File: config.mk
export PLATFORM = sky130hd
export DESIGN_NAME = smf_front
export DESIGN_NICKNAME = d
export VERILOG_FILES = /design/src/hdl/smf_pkg.sv /design/src/hdl/smf_front.sv
export SDC_FILE = /design/constraint.sdc
export NUM_CORES = 1
export LEC_CHECK = 0
export BUFFER_PORTS_ARGS = -buffer_cell sky130_fd_sc_hd__buf_2
export CORE_UTILIZATION = 55
export CTS_BUF_LIST = sky130_fd_sc_hd__clkbuf_4
export DETAILED_ROUTE_END_ITERATION = 8
export PLACE_DENSITY = 0.77
export RECOVER_POWER = 50
export SYNTH_ARGS = -nofsm -noshare
export SYNTH_HDL_FRONTEND = slang
export SYNTH_SLANG_ARGS = --single-unit
File: constraint.sdc
create_clock -name clk -period 16.2 [get_ports clk]
set_input_delay 3.24 -clock clk [delete_from_list [all_inputs] [get_ports clk]]
set_output_delay 3.24 -clock clk [all_outputs]
set_load 0.02 [all_outputs]
File: src/hdl/smf_pkg.sv
// ---------------------------------------------------------------------------
// smf_pkg: shared types and constants of the separable 3x3 mean filter
// Request payloads, step control flags, register indexes and the rounded
// divide-by-three used by both filter passes.
// ---------------------------------------------------------------------------
package smf_pkg;

	// Request kinds on the input channel
	localparam logic OP_SAMPLE = 1'b0;
	localparam logic OP_DRAIN  = 1'b1;

	// Configuration register indexes
	localparam int unsigned REG_IDX_W    = 2;
	localparam logic [REG_IDX_W-1:0] REG_WIDTH    = 2'd0;
	localparam logic [REG_IDX_W-1:0] REG_HEIGHT   = 2'd1;
	localparam logic [REG_IDX_W-1:0] REG_CHANNELS = 2'd2;
	localparam int unsigned CFG_DATA_W   = 12;

	// Output queue geometry
	localparam int unsigned OUT_DEPTH = 4;
	localparam int unsigned OUT_PW    = 2;
	localparam int unsigned OUT_CW    = 3;

	typedef struct packed {
		logic       op;
		logic [7:0] sample;
	} in_t;

	typedef struct packed {
		logic [7:0] filtered;
		logic       frame_last;
	} out_t;

	// Control flags of one filter step handed from the front end to the
	// vertical stage
	typedef struct packed {
		logic wr;     // update both row stores
		logic emit;   // step yields a result
		logic drain;  // bottom edge: current row replaced by middle row
		logic upmid;  // top edge: upper row replaced by middle row
		logic last;   // final result of the frame
	} step_ctl_t;

	// (sum + 1) / 3 by reciprocal multiply, exact for sums up to 765
	function automatic logic [7:0] mean3(input logic [9:0] sum);
		logic [10:0] n;
		logic [21:0] p;
		n = {1'b0, sum} + 11'd1;
		p = 22'(n) * 22'd683;
		return p[18:11];
	endfunction

endpackage

File: src/hdl/smf_front.sv
// ---------------------------------------------------------------------------
// smf_front: request sequencer and horizontal pass
// Sorts requests into filter steps, keeps the raster position of the sample
// being finished, holds the sample window and forms the horizontal mean.
// ---------------------------------------------------------------------------
module smf_front #(
	parameter int unsigned MAX_CHANNELS = 4,
	parameter int unsigned XW = 11,
	parameter int unsigned CW = 2,
	parameter int unsigned AW = 13
) (
	input  logic               clk,
	input  logic               arst_n,
	input  logic               restart,
	input  logic [XW-1:0]      wm1,
	input  logic [CW-1:0]      chm1,
	input  logic [11:0]        hm1,
	input  logic               item_valid,
	output logic               item_ready,
	input  smf_pkg::in_t       item,
	input  logic               room,
	output logic               step_valid,
	output smf_pkg::step_ctl_t ctl,
	output logic [AW-1:0]      addr,
	output logic [7:0]         hn
);
	import smf_pkg::*;

	localparam int unsigned WD  = 2 * MAX_CHANNELS;
	localparam int unsigned WIW = $clog2(WD);

	logic          warm_q;
	logic [CW-1:0] wc_q;
	logic [CW-1:0] c_q;
	logic [XW-1:0] x_q;
	logic [AW-1:0] j_q;
	logic [11:0]   row_q;
	logic          burst_q;
	logic [7:0]    win_q [WD];

	logic       row_end, horiz, complete, emit_now;
	logic       acc, take_smp, take_drn, go, frame_done;
	logic [7:0] v, cur, prev;
	logic [9:0] hsum;

	// Classify the pending position and the request
	assign row_end    = (x_q == wm1) && (c_q == chm1);
	assign horiz      = (row_q <= hm1);
	assign complete   = warm_q && (((row_q == hm1) && (x_q == wm1)) || !horiz);
	assign emit_now   = warm_q && (row_q != 12'd0);
	assign item_ready = !burst_q && room;
	assign acc        = item_valid && item_ready;
	assign take_smp   = acc && (item.op == OP_SAMPLE) && !complete;
	assign take_drn   = acc && (item.op == OP_DRAIN) && complete;
	assign go         = take_smp || take_drn || (burst_q && room);
	assign v          = take_smp ? item.sample : 8'd0;

	// Horizontal mean with the edge sample replicated
	assign cur  = win_q[WIW'(chm1)];
	assign prev = win_q[WIW'({chm1, 1'b1})];

	always_comb begin
		priority if (x_q == '0) begin
			hsum = {2'b00, cur} + {2'b00, cur} + {2'b00, v};
		end else if (x_q == wm1) begin
			hsum = {2'b00, prev} + {2'b00, cur} + {2'b00, cur};
		end else begin
			hsum = {2'b00, prev} + {2'b00, cur} + {2'b00, v};
		end
	end

	assign hn = (wm1 == '0) ? cur : mean3(hsum);

	// Step handed to the vertical stage
	assign step_valid = go && warm_q;
	assign addr       = j_q;
	assign ctl.wr     = horiz;
	assign ctl.emit   = (row_q != 12'd0);
	assign ctl.drain  = !horiz;
	assign ctl.upmid  = horiz ? (row_q == 12'd1) : (hm1 == 12'd0);
	assign ctl.last   = !horiz && row_end;
	assign frame_done = step_valid && ctl.last;

	// Advance the raster position; drop back to the frame start when done
	always_ff @(posedge clk or negedge arst_n) begin
		if (!arst_n) begin
			warm_q  <= 1'b0;
			wc_q    <= '0;
			c_q     <= '0;
			x_q     <= '0;
			j_q     <= '0;
			row_q   <= '0;
			burst_q <= 1'b0;
		end else if (restart || frame_done) begin
			warm_q  <= 1'b0;
			wc_q    <= '0;
			c_q     <= '0;
			x_q     <= '0;
			j_q     <= '0;
			row_q   <= '0;
			burst_q <= 1'b0;
		end else if (go) begin
			if (!warm_q) begin
				if (wc_q == chm1) begin
					warm_q <= 1'b1;
					wc_q   <= '0;
				end else begin
					wc_q <= wc_q + 1'b1;
				end
			end else if (c_q != chm1) begin
				c_q <= c_q + 1'b1;
				j_q <= j_q + 1'b1;
			end else if (x_q != wm1) begin
				c_q <= '0;
				x_q <= x_q + 1'b1;
				j_q <= j_q + 1'b1;
			end else begin
				c_q   <= '0;
				x_q   <= '0;
				j_q   <= '0;
				row_q <= row_q + 1'b1;
			end
			// a drain request keeps stepping until one step yields a result
			if (emit_now) begin
				burst_q <= 1'b0;
			end else if (take_drn) begin
				burst_q <= 1'b1;
			end
		end
	end

	// Shift the sample window on every step
	always_ff @(posedge clk or negedge arst_n) begin
		if (!arst_n) begin
			for (int k = 0; k < WD; k++) begin
				win_q[k] <= 8'd0;
			end
		end else if (restart || frame_done) begin
			for (int k = 0; k < WD; k++) begin
				win_q[k] <= 8'd0;
			end
		end else if (go) begin
			win_q[0] <= v;
			for (int k = 1; k < WD; k++) begin
				win_q[k] <= win_q[k-1];
			end
		end
	end

endmodule

==> impl_metrics.tcl <==
set metrics [dict create \
    finalCritPeriodShare_pct 95.6 \
    leakage_nw 4.62 \
    syn_area_mm2 0.00921 \
    grt.total_usage_pct 25.7 \
    root_buffer "clkbuf_4" \
    synth_top_family_by_area "adder cells" \
    ios 67 \
    yosys-top-cells-count "163 x nand2_1, 122 x a21oi_1, 106 x dfrtp_1, 106 x ha_1, 82 x nor2_1" \
    ys.warnings.count 0 \
    clk_pin_slew_worst_paths_ns 0.16 \
    cts.sink_count 106 \
    htree_num_levels 3 \
    drive_gt1_share_pct 10.5 \
    async_flop_share_pct 100 \
    grt_max_degree 78 \
    drtIter0Drc 530 \
    die_w_um 131 \
    end_kind "output pin" \
    rows 46 \
    n_fill_cell 1424 \
    report.final.hold_viol_count 0 \
    r2r_end "row_q[0]" \
    die_h_um 131 \
    cellPowerDensity_mw_per_mm2 53.6 \
    max_freq_ghz 0.0646 \
    wl_um 21000 \
    worstSkewPairLatency_ns 0.49 \
    hold_depth 2 \
    setup_viol 0 \
    whs_endpoint "win_q[19]" \
    violations "max-capacitance violations, max-slew violations" \
    syn_avg_cell_area_um2 8.68 \
    crit_arrival_ns 12.25 \
    r2r_cells 10 \
    fin_util_pct 61.9 \
    vias 7759 \
    synthMuxAreaShare_pct 4.59 \
    grt_pass1_vias 7537 \
    grt_pass1_wl_um 36100 \
    maxSlewHeadroom_pct -112 \
    hp-class "reg -> reg" \
    peakVddDrop_mv 0.0461 \
    synthSimpleGateAreaFrac_pct 17.7 \
    seq_power_share_pct 50.2 \
    status "finished with violations" \
    via_per_inst 5.80 \
    skew_ns 0.0271 \
    worst_pin_slew_ns 3.17 \
    synth_compound_area_share_pct 16.3 \
    r2r_slack_ns 12.43 \
    cp_top_family "adder cells" \
    port-buffer-count 66 \
    synth_ff_type "dfrtp_1" \
    synth-edff-count 0 \
    nets 1286 \
    power.switching_mw 0.172 \
    synth_most_common_cell "nand2_1" \
    synth_xor_area_share_pct 7.69 \
    wl_per_cell_um 15.7 \
    drv_slew 109 \
    place_congestion 0.906 \
    cts_hold_buf 0 \
    start_kind "input pin" \
    die-area_mm2 0.0173 \
    first_pass_iters 4 \
    start_util_pct 57.1 \
    grt_antenna_before_repair 3 \
    cts_made_buffers 9 \
    pwr-share-comb_pct 23.5 \
    yosysTopAreaCell "dfrtp_1" \
    required_ns 12.96 \
    drc 0 \
    path_buf_inv 8 \
    cts_tree "built" \
    synth_cells 1061 \
    crit-reg2reg-launch "row_q[5]" \
    worst_slack_ns 0.709 \
    crit_slowest_cell "fa_1" \
    synth-seq-cells 106 \
    cp.depth 38 \
    place_ws_ns -0.200 \
    cp_max_fo 9 \
    synth_area_leaders "dfrtp_1 29%, ha_1 14%, nand2_1 6.6%" \
    ys_seq_area_share_pct 28.8 \
    min_from "win_q[27]" \
    synthToLayoutAreaGrowth_pct 8.29 \
    slowest_delay_ns 0.53 \
    yosysUniqueCellTypes 64 \
    power.share.clock_pct 26.3 \
    overflow 0 \
    p_sw_share_pct 32.1 \
    synthAdderAreaFrac_pct 20.1 \
    clockBufferDepth 2 \
    hpwl_um 16000 \
    netlist.area_leader.share_pct 28.8 \
    period_needed_ns 15.49 \
    ant_nets 0 \
    cap_violations 2 \
    crit_type "in -> out" \
    p_int_mw 0.363 \
    core_area_mm2 0.0161 \
]
[how the worst max path moves through the flow]
stage / from / end / slack (ns)
after global placement: hm1[1] / hn[7] / 0.12
after floorplan: chm1[0] / hn[7] / 0.20
after CTS: hm1[1] / hn[7] / 0.13
after detailed placement: hm1[1] / hn[7] / -0.20
after global routing: hm1[11] / hn[7] / -0.0007
final: hm1[11] / hn[7] / 0.71
[worst register-to-register path, stage by stage, from the launching register on]
cell and delay [ns]:
dfrtp_1 0.51, ha_1 0.34, nand4_1 0.17, nor3_1 0.32, nand2_1 0.11, buf_4 0.17, and3_1 0.17, o311ai_1 0.91
nand2_1 0.60, nand3_1 0.22, o21ai_0 0.11
[logic make-up after synthesis]
logic type / Yosys count
simple gates: 359
compound gates: 248
fa+ha+maj: 132
buf+inv: 115
flops: 106
xor+xnor: 77
mux: 22
other cells: 2
[power by group through the flow]
stage / sequential (mW) / combinational [mW] / clock (mW)
2_1_floorplan: 0.273 / 0.0851 / 0
3_3_place_gp: 0.273 / 0.121 / 0
3_5_place_dp: 0.274 / 0.125 / 0
4_1_cts: 0.269 / 0.126 / 0.144
5_1_grt: 0.269 / 0.143 / 0.155
6_report: 0.269 / 0.126 / 0.141
[cell type report]
| cell class | count | area [um2] | share of cell area [%] |
|---|---|---|---|
| diodes | 3 | 7.51 | 0.0753 |
| clock buffers | 10 | 75.1 | 0.753 |
| clock inverters | 5 | 60.1 | 0.602 |
| inverters | 74 | 278 | 2.79 |
| multi-input cells | 842 | 6200 | 62.2 |
| flip-flops and latches | 106 | 2650 | 26.6 |
| well taps | 216 | 270 | 2.71 |
| repair buffers | 82 | 429 | 4.30 |
[flip-flops by register name, indices dropped and copies added (netlist names)]
| name | count |
|---|---|
| addr | 13 |
| burst_q | 1 |
| c_q | 2 |
| warm_q | 1 |
| x_q | 11 |
| wc_q | 2 |
| win_q | 64 |
| row_q | 12 |
[per-layer routing]
layer	vias up	global-route usage, %	wire length (um)
met1	3759	34.4	9620
met5	-	0	0
met4	0	9.17	576
met3	35	3.90	763
li1	3821	-	-
met2	144	42.3	10100
[per-stage QoR]
stage	total power, mW	instances	hold WS, ns	TNS [ns]	cell area (um2)
6_report	0.535	1338	0.528	0	9970
5_1_grt	0.567	1338	0.547	-0.000710	9970
4_1_cts	0.539	1334	0.529	0	9930
3_5_place_dp	0.398	1319	0.513	-0.200	9790
3_3_place_gp	0.394	1319	0.501	0	9790
2_1_floorplan	0.358	1063	0.497	0	9220
[cells in the final DEF, fill, tap and decap left out, drive strengths merged, types with 9 or more instances in the layout]
cell / synthesis / final
nor3: 14 / 14
or3: 13 / 13
nor2: 82 / 82
fa: 26 / 26
nand2: 163 / 163
xnor2: 52 / 52
nand4: 9 / 9
nor2b: 11 / 11
a21o: 10 / 10
buf: 11 / 67
dfrtp: 106 / 106
a21oi: 122 / 122
xor2: 25 / 25
inv: 74 / 77
nand3: 17 / 17
a211oi: 15 / 15
o21ai: 41 / 41
ha: 106 / 106
mux4: 16 / 16
and2: 14 / 14
clkbuf: 30 / 25
[timing repair]
action / CTS / global route
pin swaps: 0 / 1
setup endpoints to repair: 1 / 8
resized for setup: 2 / 6
setup buffers: 0 / 1
(Power assumes the default switching activity.)
