### src/hdl/smf_pkg.sv
// ---------------------------------------------------------------------------
// smf_pkg: shared types and constants of the separable 3x3 mean filter
// Request payloads, step control flags, register indexes and the rounded
// divide-by-three used by both filter passes.
// ---------------------------------------------------------------------------
package smf_pkg;

	// Request kinds on the input channel
	localparam logic OP_SAMPLE = 1'b0;
	localparam logic OP_DRAIN  = 1'b1;

	// Configuration register indexes
	localparam int unsigned REG_IDX_W    = 2;
	localparam logic [REG_IDX_W-1:0] REG_WIDTH    = 2'd0;
	localparam logic [REG_IDX_W-1:0] REG_HEIGHT   = 2'd1;
	localparam logic [REG_IDX_W-1:0] REG_CHANNELS = 2'd2;
	localparam int unsigned CFG_DATA_W   = 12;

	// Output queue geometry
	localparam int unsigned OUT_DEPTH = 4;
	localparam int unsigned OUT_PW    = 2;
	localparam int unsigned OUT_CW    = 3;

	typedef struct packed {
		logic       op;
		logic [7:0] sample;
	} in_t;

	typedef struct packed {
		logic [7:0] filtered;
		logic       frame_last;
	} out_t;

	// Control flags of one filter step handed from the front end to the
	// vertical stage
	typedef struct packed {
		logic wr;     // update both row stores
		logic emit;   // step yields a result
		logic drain;  // bottom edge: current row replaced by middle row
		logic upmid;  // top edge: upper row replaced by middle row
		logic last;   // final result of the frame
	} step_ctl_t;

	// (sum + 1) / 3 by reciprocal multiply, exact for sums up to 765
	function automatic logic [7:0] mean3(input logic [9:0] sum);
		logic [10:0] n;
		logic [21:0] p;
		n = {1'b0, sum} + 11'd1;
		p = 22'(n) * 22'd683;
		return p[18:11];
	endfunction

endpackage

### src/hdl/smf_out_fifo.sv
// ---------------------------------------------------------------------------
// smf_out_fifo: result queue
// Small register queue between the filter pipeline and the result channel;
// reports room for one more step while counting the result still in flight.
// ---------------------------------------------------------------------------
module smf_out_fifo (
	input  logic          clk,
	input  logic          arst_n,
	input  logic          push,
	input  smf_pkg::out_t din,
	input  logic          reserve,
	output logic          room,
	output logic          valid,
	input  logic          ready,
	output smf_pkg::out_t dout
);
	import smf_pkg::*;

	out_t              mem_q [OUT_DEPTH];
	logic [OUT_PW-1:0] wp_q, rp_q;
	logic [OUT_CW-1:0] count_q;
	logic              pop;

	// Status towards both sides
	assign valid = (count_q != '0);
	assign dout  = mem_q[rp_q];
	assign pop   = valid && ready;
	assign room  = (count_q + OUT_CW'(reserve)) < OUT_CW'(OUT_DEPTH - 1);

	// Hold queued results
	always_ff @(posedge clk) begin
		if (push) begin
			mem_q[wp_q] <= din;
		end
	end

	// Advance pointers and fill level
	always_ff @(posedge clk or negedge arst_n) begin
		if (!arst_n) begin
			wp_q    <= '0;
			rp_q    <= '0;
			count_q <= '0;
		end else begin
			if (push) begin
				wp_q <= wp_q + 1'b1;
			end
			if (pop) begin
				rp_q <= rp_q + 1'b1;
			end
			unique case ({push, pop})
				2'b10:   count_q <= count_q + 1'b1;
				2'b01:   count_q <= count_q - 1'b1;
				default: count_q <= count_q;
			endcase
		end
	end

endmodule

### config.mk
export PLATFORM = sky130hd
export DESIGN_NAME = smf_out_fifo
export DESIGN_NICKNAME = d
export VERILOG_FILES = /design/src/hdl/smf_pkg.sv /design/src/hdl/smf_out_fifo.sv
export SDC_FILE = /design/constraint.sdc
export NUM_CORES = 1
export LEC_CHECK = 0
export BUFFER_PORTS_ARGS = -buffer_cell sky130_fd_sc_hd__buf_2
export CORE_MARGIN = 4
export CORE_UTILIZATION = 40
export DETAILED_ROUTE_END_ITERATION = 16
export PLACE_DENSITY = 0.7
export SYNTH_ARGS = -nofsm -noshare
export SYNTH_HDL_FRONTEND = slang
export SYNTH_SLANG_ARGS = --single-unit
### constraint.sdc
create_clock -name clk -period 3.82 [get_ports clk]
set_input_delay 0.764 -clock clk [delete_from_list [all_inputs] [get_ports clk]]
set_output_delay 0.764 -clock clk [all_outputs]
set_load 0.02 [all_outputs]
==> metrics.yaml, run 1 <==
status:
  status: "completed"
final_layout:
  drive_gt1_share_pct: 34.2
  nFillCells: 344
  fin_area_sq_um: 1990
  area_growth_pct: 14.4
  layout.nets: 138
  diodes: 0
critical_path:
  critPathKind: "reg2out"
  required_ns: 3.06
  crit_path_end_kind: "output pin"
  reg2reg_slack_ns: 1.91
  cp_data_arrival_time_ns: 1.85
  reg2regPathDepth: 8
  worstReg2RegEnd: "count_q[2]$_DFFE_PN0P_"
  worstReg2RegStart: "count_q[2]$_DFFE_PN0P_"
  worst-path-max-fanout: 11
  start_kind: "register"
  endpoint: "dout[7]"
  cp-startpoint: "rp_q[0]$_DFFE_PN0P_"
routing:
  vias: 806
  met1_length_um: 1080
  wl_per_cell_um: 15.9
  met3_length_um: 158
  dr_wl_met2_um: 1380
  ant_nets: 0
  drc: 0
  drt_iter0_drc: 63
  drt_wl_total_um: 2650
  dr.max_layer_used: "met4"
  vias_per_cell: 4.83
  firstDrtPassIters: 2
die:
  die_area_sq_um: 5470
  die_w_um: 74.0
  placementRows: 23
  initial_utilization_pct: 42.3
  fp.coreArea_sq_um: 4120
  ios: 25
  die_h_um: 74.0
cts:
  ctsResizeCount: 0
  cts_sinks: 43
  cts_buffer_depth: 2
  clk_pin_slew_ns: 0.07
  cts-root-buf: "clkbuf_8"
  cts-buffers-inserted: 5
  clock_latency_ns: 0.29
  cts_tree: "yes"
  hold_buffers: 0
  postCtsSetupBuffers: 0
  h-tree-depth: 2
placed_design:
  io_buffers: 24
  gp_congestion: 0.714
  hpwl_um: 1870
  postPlaceCellArea_sq_um: 1910
sta:
  tightest_slew_ns: 0.679
  fin_skew_ns: 0.00400
  relSlewSlack_pct: 54.8
  hold_viol_final: 0
  slew_violations: 0
  rsz0062_at_grt: "no"
  setup_tns_ns: 0
  fin_crit_ns: 2.61
  fin_crit_sh_pct: 68.3
  setup_violations: 0
  fmaxAchievable_ghz: 0.383
pwr:
  pwr-share-seq_pct: 49.1
  p_per_area_nw_per_um2: 744
  p_switching_uw: 495
  p_leak_nw: 0.755
  comb_power_share_pct: 33.0
  switching_share_pct: 33.4
  peakVddDrop_mv: 0.386
  clockPowerShare_pct: 17.9
  p_int_uw: 987
hold_path:
  hold_class: "in2async"
global_routing:
  track_usage_pct: 11.2
  antenna_found_initial: 0
  overflow: 0
  grt_start_max_net_pins: 13
  grt_pass1_wl_um: 4260
  first_global_vias: 880
flow_run:
  cap_violations: 0
synth:
  synth.cell_area_sq_um: 1740
  syn_inst: 87
  syn-num-nets: 109
  synth_seq_cells: 43
  synth_cell_type_count: 19
  ys_warn_count: 0
  seq_area_frac_synth_pct: 72.2
  syn_area_per_cell_sq_um: 20.0
-- worst min path at each step --
stage                                   to  slack [ns]  cells past startpoint
floorplan           count_q[0]$_DFFE_PN0P_        0.47                      0
global route           wp_q[0]$_DFFE_PN0P_        0.29                      1
finish                 wp_q[0]$_DFFE_PN0P_        0.30                      1
detailed placement  count_q[2]$_DFFE_PN0P_        0.52                      1
CTS                    wp_q[0]$_DFFE_PN0P_        0.29                      1
global placement    count_q[2]$_DFFE_PN0P_        0.50                      1
-- critical path, cell delays in order, from the launching register on --
cell     delay, ns
dfrtp_1       0.78
mux4_2        0.60
buf_2         0.18
-- routing by layer --
metal / vias up / track usage (%)
met5: - / 0
met4: 0 / 3.62
met3: 3 / 5.14
met2: 20 / 19.1
met1: 396 / 12.4
li1: 387 / -
-- sequential cells by signal, indices dropped and copies added, names as in the netlist --
register and cells:
mem_q 36, count_q 3, rp_q 2, wp_q 2
-- Yosys cell counts (all sizes together) --
| master | instances | area share (%) |
|---|---|---|
| a21oi | 1 | 0.29 |
| nand3 | 1 | 0.29 |
| o21ai | 1 | 0.29 |
| mux2i | 1 | 0.58 |
| edfxtp | 36 | 62 |
| nand2 | 1 | 0.22 |
| mux4 | 9 | 12 |
| ha | 7 | 5.0 |
| buf | 2 | 0.72 |
| fa | 1 | 1.2 |
| and2 | 5 | 1.9 |
| xor2 | 5 | 2.5 |
| nor2 | 1 | 0.22 |
| xnor2 | 2 | 1.0 |
| or3 | 1 | 0.65 |
| dfrtp | 7 | 10 |
| inv | 6 | 1.3 |
-- cell type report --
cell class	count	area, sq um	area share (%)
Sequential cell	43	1260	63.1
Multi-Input combinational cell	36	449	22.6
Timing Repair Buffer	24	120	6.03
Clock buffer	8	80.1	4.02
Tap cell	50	62.6	3.14
Inverter	6	22.5	1.13
-- metrics by stage --
step	hold slack (ns)	util, %	power (mW)	setup WS, ns	instances
floorplan	0.468	-	1.09	1.45	87
global placement	0.502	46.4	1.22	1.42	159
detailed placement	0.516	46.4	1.24	1.37	159
CTS	0.295	48.4	1.51	1.16	167
global route	0.289	48.4	1.59	1.07	167
finish	0.297	48.4	1.48	1.21	167
-- cells in the final DEF, fill, tap and decap left out, types with 3 or more instances in the layout --
cell type	count
and2_1	4
buf_2	24
clkbuf_1	3
clkbuf_8	5
dfrtp_1	7
edfxtp_1	36
ha_1	7
inv_1	6
mux4_2	9
xor2_1	5
-- power groups by stage --
stage	Sequential [mW]	Clock, mW	Combinational (mW)
finish	0.728	0.266	0.489
global route	0.746	0.300	0.545
CTS	0.733	0.274	0.501
global placement	0.735	0	0.488
floorplan	0.673	0	0.417
detailed placement	0.743	0	0.500
-- cell families after synthesis --
group / share of synthesized area (%)
flip-flops: 72.2
adder cells (fa/ha/maj): 6.18
AO/OA/AOI/OAI: 0.575
multiplexers: 12.2
buffers and inverters: 2.01
AND/OR/NAND/NOR: 3.31
XOR/XNOR: 3.52
No activity file was read; power rests on OpenSTA's default activity.
==> inputs of run 2 (changes only) <==
--- a/config.mk
+++ b/config.mk
@@ -9,7 +9,7 @@
 export CORE_MARGIN = 4
 export CORE_UTILIZATION = 40
 export DETAILED_ROUTE_END_ITERATION = 16
-export PLACE_DENSITY = 0.7
+export PLACE_DENSITY = 0.72
 export SYNTH_ARGS = -nofsm -noshare
 export SYNTH_HDL_FRONTEND = slang
 export SYNTH_SLANG_ARGS = --single-unit
==> constraint.sdc (replaced) <==
create_clock -name clk -period 2.4 [get_ports clk]
set_input_delay 0.48 -clock clk [delete_from_list [all_inputs] [get_ports clk]]
set_output_delay 0.48 -clock clk [all_outputs]
set_load 0.02 [all_outputs]
==> run 2 against run 1 <==
Clock power is 59% higher; die area did not move; register-to-register slack got worse by 1.5 ns; final cell count increased by 1.2%; combinational power up 72%; setup slack lost 0.93 ns; global-route usage is 0.75 points higher; routed wire length is 3.4% higher; critical endpoint is now dout[6]; largest power group unchanged.
==> metrics.yaml, run 2 (synthesis gave the netlist of run 1 again) <==
status:
  status: "completed"
die:
  die_h_um: 74.0  # unchanged
  initial_utilization_pct: 42.3  # unchanged
  die_w_um: 74.0  # unchanged
  fp.coreArea_sq_um: 4120  # unchanged
  ios: 25  # unchanged
  die_area_sq_um: 5470  # unchanged
  placementRows: 23  # unchanged
critical_path:
  required_ns: 1.92  # -1.14 ns
  cp_data_arrival_time_ns: 1.64  # -0.21 ns
  crit_path_end_kind: "output pin"
  start_kind: "register"
  worst-path-max-fanout: 9  # -2
  reg2regPathDepth: 8  # unchanged
  critPathKind: "reg2out"
final_layout:
  layout.nets: 140  # +1.4%
  final_common_cell: "edfxtp_1"
  nFillCells: 344  # unchanged
  largest_reg_flops: 36  # unchanged
  regMostFlops: "mem_q"
  area_growth_pct: 15.4
  mostFrequentLayoutCells: "36 x edfxtp_1, 24 x buf_2, 9 x mux4_2"
  top_regs: "mem_q x36, count_q x3"
  diodes: 0  # unchanged
  drive_gt1_share_pct: 34.5  # +0.27 points
routing:
  vias_per_cell: 4.99  # +3.5%
  drc: 0  # unchanged
  wl_per_cell_um: 16.2  # +2.2%
  ant_nets: 0  # unchanged
  drt_wl_total_um: 2740  # +3.4%
  firstDrtPassIters: 4  # +2
  drt_iter0_drc: 59  # -6.3%
  vias: 844  # +4.7%
sta:
  fin_crit_sh_pct: 88.2
  holdWs_ns: 0.399  # +0.102 ns
  relSlewSlack_pct: 66.1  # +11 points
  slew_violations: 0  # unchanged
  hold_viol_final: 0  # unchanged
  setup_tns_ns: 0  # unchanged
  tightest_slew_ns: 0.508  # -0.170 ns
  fin_skew_ns: 0.00793  # +0.00393 ns
  setup_violations: 0  # unchanged
  rsz0062_at_grt: "no"
  fin_crit_ns: 2.12
  fmaxAchievable_ghz: 0.472
global_routing:
  grt_pass1_wl_um: 4530  # +6.3%
  track_usage_pct: 11.9  # +0.75 points
  antenna_found_initial: 0  # unchanged
  first_global_vias: 956  # +8.6%
  overflow: 0  # unchanged
  grt_start_max_net_pins: 13  # unchanged
placed_design:
  hpwl_um: 1950  # +4.4%
  gp_congestion: 0.726  # +1.7%
  io_buffers: 24  # unchanged
pwr:
  p_per_area_nw_per_um2: 1180  # +59%
  p_leak_nw: 0.765  # +1.3%
  peakVddDrop_mv: 0.482  # +25%
cts:
  cts_buffer_depth: 2  # unchanged
  cts-root-buf: "clkbuf_8"
  clk_pin_slew_ns: 0.08  # about the same
  cts_tree: "yes"
  postCtsSetupBuffers: 0  # unchanged
  clock_latency_ns: 0.29  # about the same
  h-tree-depth: 2  # unchanged
  cts-buffers-inserted: 5  # unchanged
  cts_sinks: 43  # unchanged
hold_path:
  holdPathStages: 1
  hold_class: "in2reg"
flow_run:
  cap_violations: 0  # unchanged
-- run 2: cell types whose count changed in the layout (fill, tap and decap cells not counted), sizes merged --
cell / before / now
dlygate4sd3: 0 / 1
buf: 24 / 25
clkinv: 0 / 2
clkbuf: 8 / 6
-- run 2: worst max-delay path, cell delays in order (launching register included) --
cell and delay, ns:
dfrtp_1 0.39, buf_4 0.24, mux4_2 0.53, buf_2 0.18
-- run 2: report_power, final --
| group | internal, mW | switching [mW] |
|---|---|---|
| clock | 0.198 | 0.225 |
| combinational | 0.380 | 0.459 |
| sequential | 1.00 | 0.115 |
-- run 2: worst paths after layout --
kind	from	to	slack (ns)
setup / recovery	rp_q[0]$_DFFE_PN0P_	dout[6]	0.28
hold / removal	din[8]	mem_q[1][8]$_DFFE_PP_	0.40
setup reg to reg	count_q[2]$_DFFE_PN0P_	count_q[2]$_DFFE_PN0P_	0.45
hold reg to reg	rp_q[0]$_DFFE_PN0P_	rp_q[0]$_DFFE_PN0P_	0.50
max in group asynchronous	arst_n	rp_q[0]$_DFFE_PN0P_	1.71
min in group asynchronous	arst_n	count_q[1]$_DFFE_PN0P_	0.54
-- run 2: layout make-up --
cell class              count  area [sq um]  area share, %
inverters                   6          22.5           1.12
flip-flops and latches     43          1260           62.6
well taps                  50          62.6           3.12
clock buffers               6          72.6           3.61
clock inverters             2          7.51          0.374
repair buffers             26           138           6.85
multi-input cells          36           449           22.4
-- run 2: stage by stage --
stage / total power [mW] / instance area [sq um] / setup slack [ns] / utilization (%) / instances
6_report: 2.38 / 2010 / 0.283 / 48.8 / 169
3_5_place_dp: 2.00 / 1920 / 0.442 / 46.6 / 160
4_1_cts: 2.42 / 2000 / 0.245 / 48.6 / 168
3_3_place_gp: 1.95 / 1920 / 0.549 / 46.6 / 160
5_1_grt: 2.54 / 2010 / 0.164 / 48.8 / 169
2_1_floorplan: 1.73 / 1740 / 0.530 / - / 87
-- run 2: what timing repair did --
item	4_1_cts	5_1_grt
hold buffers	0	1
endpoints found under the hold margin	0	7
resized for setup	0	0
setup endpoints to repair	0	0
-- run 2: routing by layer --
layer	track usage (%)	vias up	part of all wire, %
met4	6.04	0	2.2
li1	-	390	-
met2	22.0	19	55
met5	0	-	0
met3	4.73	8	5.9
met1	11.3	427	36
==> inputs of run 3 (changes only) <==
--- a/config.mk
+++ b/config.mk
@@ -9,6 +9,7 @@
 export CORE_MARGIN = 4
 export CORE_UTILIZATION = 40
 export DETAILED_ROUTE_END_ITERATION = 16
+export GPL_TIMING_DRIVEN = 0
 export PLACE_DENSITY = 0.72
 export SYNTH_ARGS = -nofsm -noshare
 export SYNTH_HDL_FRONTEND = slang
==> run 3 against run 2 <==
Global-route usage decreased by 0.84 points; critical path depth unchanged; final cell count unchanged; register-to-register slack about the same; non-clock buffer count unchanged; clock skew about the same; clock-buffer cell count decreased by 1; core utilization increased by 0.55 points; sequential share of layout area decreased by 0.69 points; critical endpoint is now dout[3].
==> metrics.yaml, run 3 (synthesis gave the netlist of run 1 again) <==
final_layout:
  drive_gt1_share_pct: 37.0  # +2.5 points
  area_growth_pct: 16.7
  mostFrequentLayoutCells: "36 x edfxtp_1, 25 x buf_2, 9 x mux4_2"
  largest_reg_flops: 36  # unchanged
  final_common_cell: "edfxtp_1"
  regMostFlops: "mem_q"
  layout.nets: 140  # unchanged
  diodes: 0  # unchanged
  top_regs: "mem_q x36, count_q x3"
sta:
  fmaxAchievable_ghz: 0.476  # +0.75%
  fin_skew_ns: 0.00801  # +0.0000818 ns
  fin_crit_sh_pct: 87.5  # -0.66 points
  rsz0062_at_grt: "no"
  tightest_slew_ns: 0.500  # -0.00828 ns
  setup_tns_ns: 0  # unchanged
  setup_violations: 0  # unchanged
  slew_violations: 0  # unchanged
  hold_viol_final: 0  # unchanged
  relSlewSlack_pct: 66.7  # +0.55 points
  setup_ws_ns: 0.299  # +0.0158 ns
  fin_crit_ns: 2.10  # -0.0158 ns
global_routing:
  gr-max-usage-layer: "met2"
  grt_use_met2_pct: 19.1  # -3.0 points
  overflow: 0  # unchanged
  met1_usage_pct: 12.6  # +1.3 points
  first_global_vias: 915  # -4.3%
  track_usage_pct: 11.1  # -0.84 points
  met3_usage_pct: 4.86  # +0.14 points
  grt_pass1_wl_um: 4330  # -4.4%
  antenna_found_initial: 0  # unchanged
  grt_start_max_net_pins: 14  # +1
critical_path:
  cp_data_arrival_time_ns: 1.62  # -0.02 ns
  crit_path_end_kind: "output pin"
  critPathKind: "reg2out"
  required_ns: 1.92  # about the same
  start_kind: "register"
  worst-path-max-fanout: 10  # +1
cts:
  cts_tree: "yes"
  clk_pin_slew_ns: 0.08  # about the same
  cts_buffer_depth: 2  # unchanged
  clock_latency_ns: 0.29  # about the same
  ctsResizeCount: 0  # unchanged
  cts-buffers-inserted: 5  # unchanged
  hold_buffers: 0  # unchanged
  postCtsSetupBuffers: 0  # unchanged
  cts_sinks: 43  # unchanged
  h-tree-depth: 2  # unchanged
  cts-root-buf: "clkbuf_8"
routing:
  drt_wl_total_um: 2650  # -3.4%
  drt_iter0_drc: 24  # -59%
  vias: 816  # -3.3%
  vias_per_cell: 4.83  # -3.3%
  wl_per_cell_um: 15.7  # -3.4%
  ant_nets: 0  # unchanged
  drc: 0  # unchanged
  firstDrtPassIters: 3  # -1
pwr:
  p_per_area_nw_per_um2: 1230  # +3.8%
  p_leak_nw: 0.780  # +2.0%
  peakVddDrop_mv: 0.353  # -27%
placed_design:
  gp_congestion: 0.700  # -3.6%
  preCtsSetupSlack_ns: 0.456  # +0.0148 ns
  io_buffers: 24  # unchanged
  hpwl_um: 1860  # -4.7%
die:
  fp.coreArea_sq_um: 4120  # unchanged
  die_w_um: 74.0  # unchanged
  die_area_sq_um: 5470  # unchanged
  placementRows: 23  # unchanged
  ios: 25  # unchanged
  die_h_um: 74.0  # unchanged
  initial_utilization_pct: 42.3  # unchanged
flow_run:
  cap_violations: 0  # unchanged
hold_path:
  hold_class: "in2async"
status:
  status: "completed"
## run 3: cell types whose count changed in the layout (fill, tap and decap cells not counted), sizes merged
cell,delta
buf,+1
bufinv,+1
clkbuf,-1
dlygate4sd3,-1
## run 3: worst paths after layout
kind / startpoint / end / depth (start not counted) / slack, ns
max in group asynchronous: arst_n / wp_q[0]$_DFFE_PN0P_ / 1 / 2.21
hold reg to reg: wp_q[0]$_DFFE_PN0P_ / wp_q[0]$_DFFE_PN0P_ / 1 / 0.54
setup / recovery: rp_q[0]$_DFFE_PN0P_ / dout[3] / 3 / 0.30
hold / removal: arst_n / count_q[1]$_DFFE_PN0P_ / 1 / 0.02
setup reg to reg: count_q[2]$_DFFE_PN0P_ / count_q[2]$_DFFE_PN0P_ / 8 / 0.45
min in group clk: din[1] / mem_q[0][1]$_DFFE_PP_ / 1 / 0.40
## run 3: report_power, final
group | total (mW) | switching, mW | leakage (nW) | internal, mW
Sequential | 1.07 | 0.0747 | 0.413 | 1.00
Combinational | 0.885 | 0.501 | 0.312 | 0.384
Clock | 0.536 | 0.231 | 0.0556 | 0.305
Total | 2.49 | 0.807 | 0.780 | 1.69
## run 3: critical path: stages, from the launching register on
cell     delay [ns]
dfrtp_1        0.38
buf_4          0.24
mux4_2         0.53
buf_2          0.18
## run 3: final cells by class
cell class / instances / area [sq um]
Clock buffer: 5 / 68.8
Clock inverter: 3 / 38.8
Fill cell: 337 / 2080
Buffer: 2 / 12.5
Sequential cell: 43 / 1260
Inverter: 6 / 22.5
Tap cell: 50 / 62.6
Timing Repair Buffer: 24 / 120
Multi-Input combinational cell: 36 / 449
## run 3: stage by stage
stage	power, mW	std cells	area [sq um]	hold slack (ns)	util (%)
floorplan	1.73	87	1740	0.184	-
global placement	1.96	161	1920	0.320	46.7
detailed placement	2.00	161	1920	0.328	46.7
CTS	2.53	169	2030	0.0143	49.3
global route	2.67	169	2030	0.00304	49.3
finish	2.49	169	2030	0.0159	49.3
## run 3: metal layers
metal | vias to the layer above | share of wire (%) | wire (um)
li1 | 390 | - | -
met1 | 408 | 41 | 1100
met2 | 16 | 53 | 1400
met3 | 2 | 5.2 | 138
met4 | 0 | 0.42 | 11
met5 | - | 0 | 0
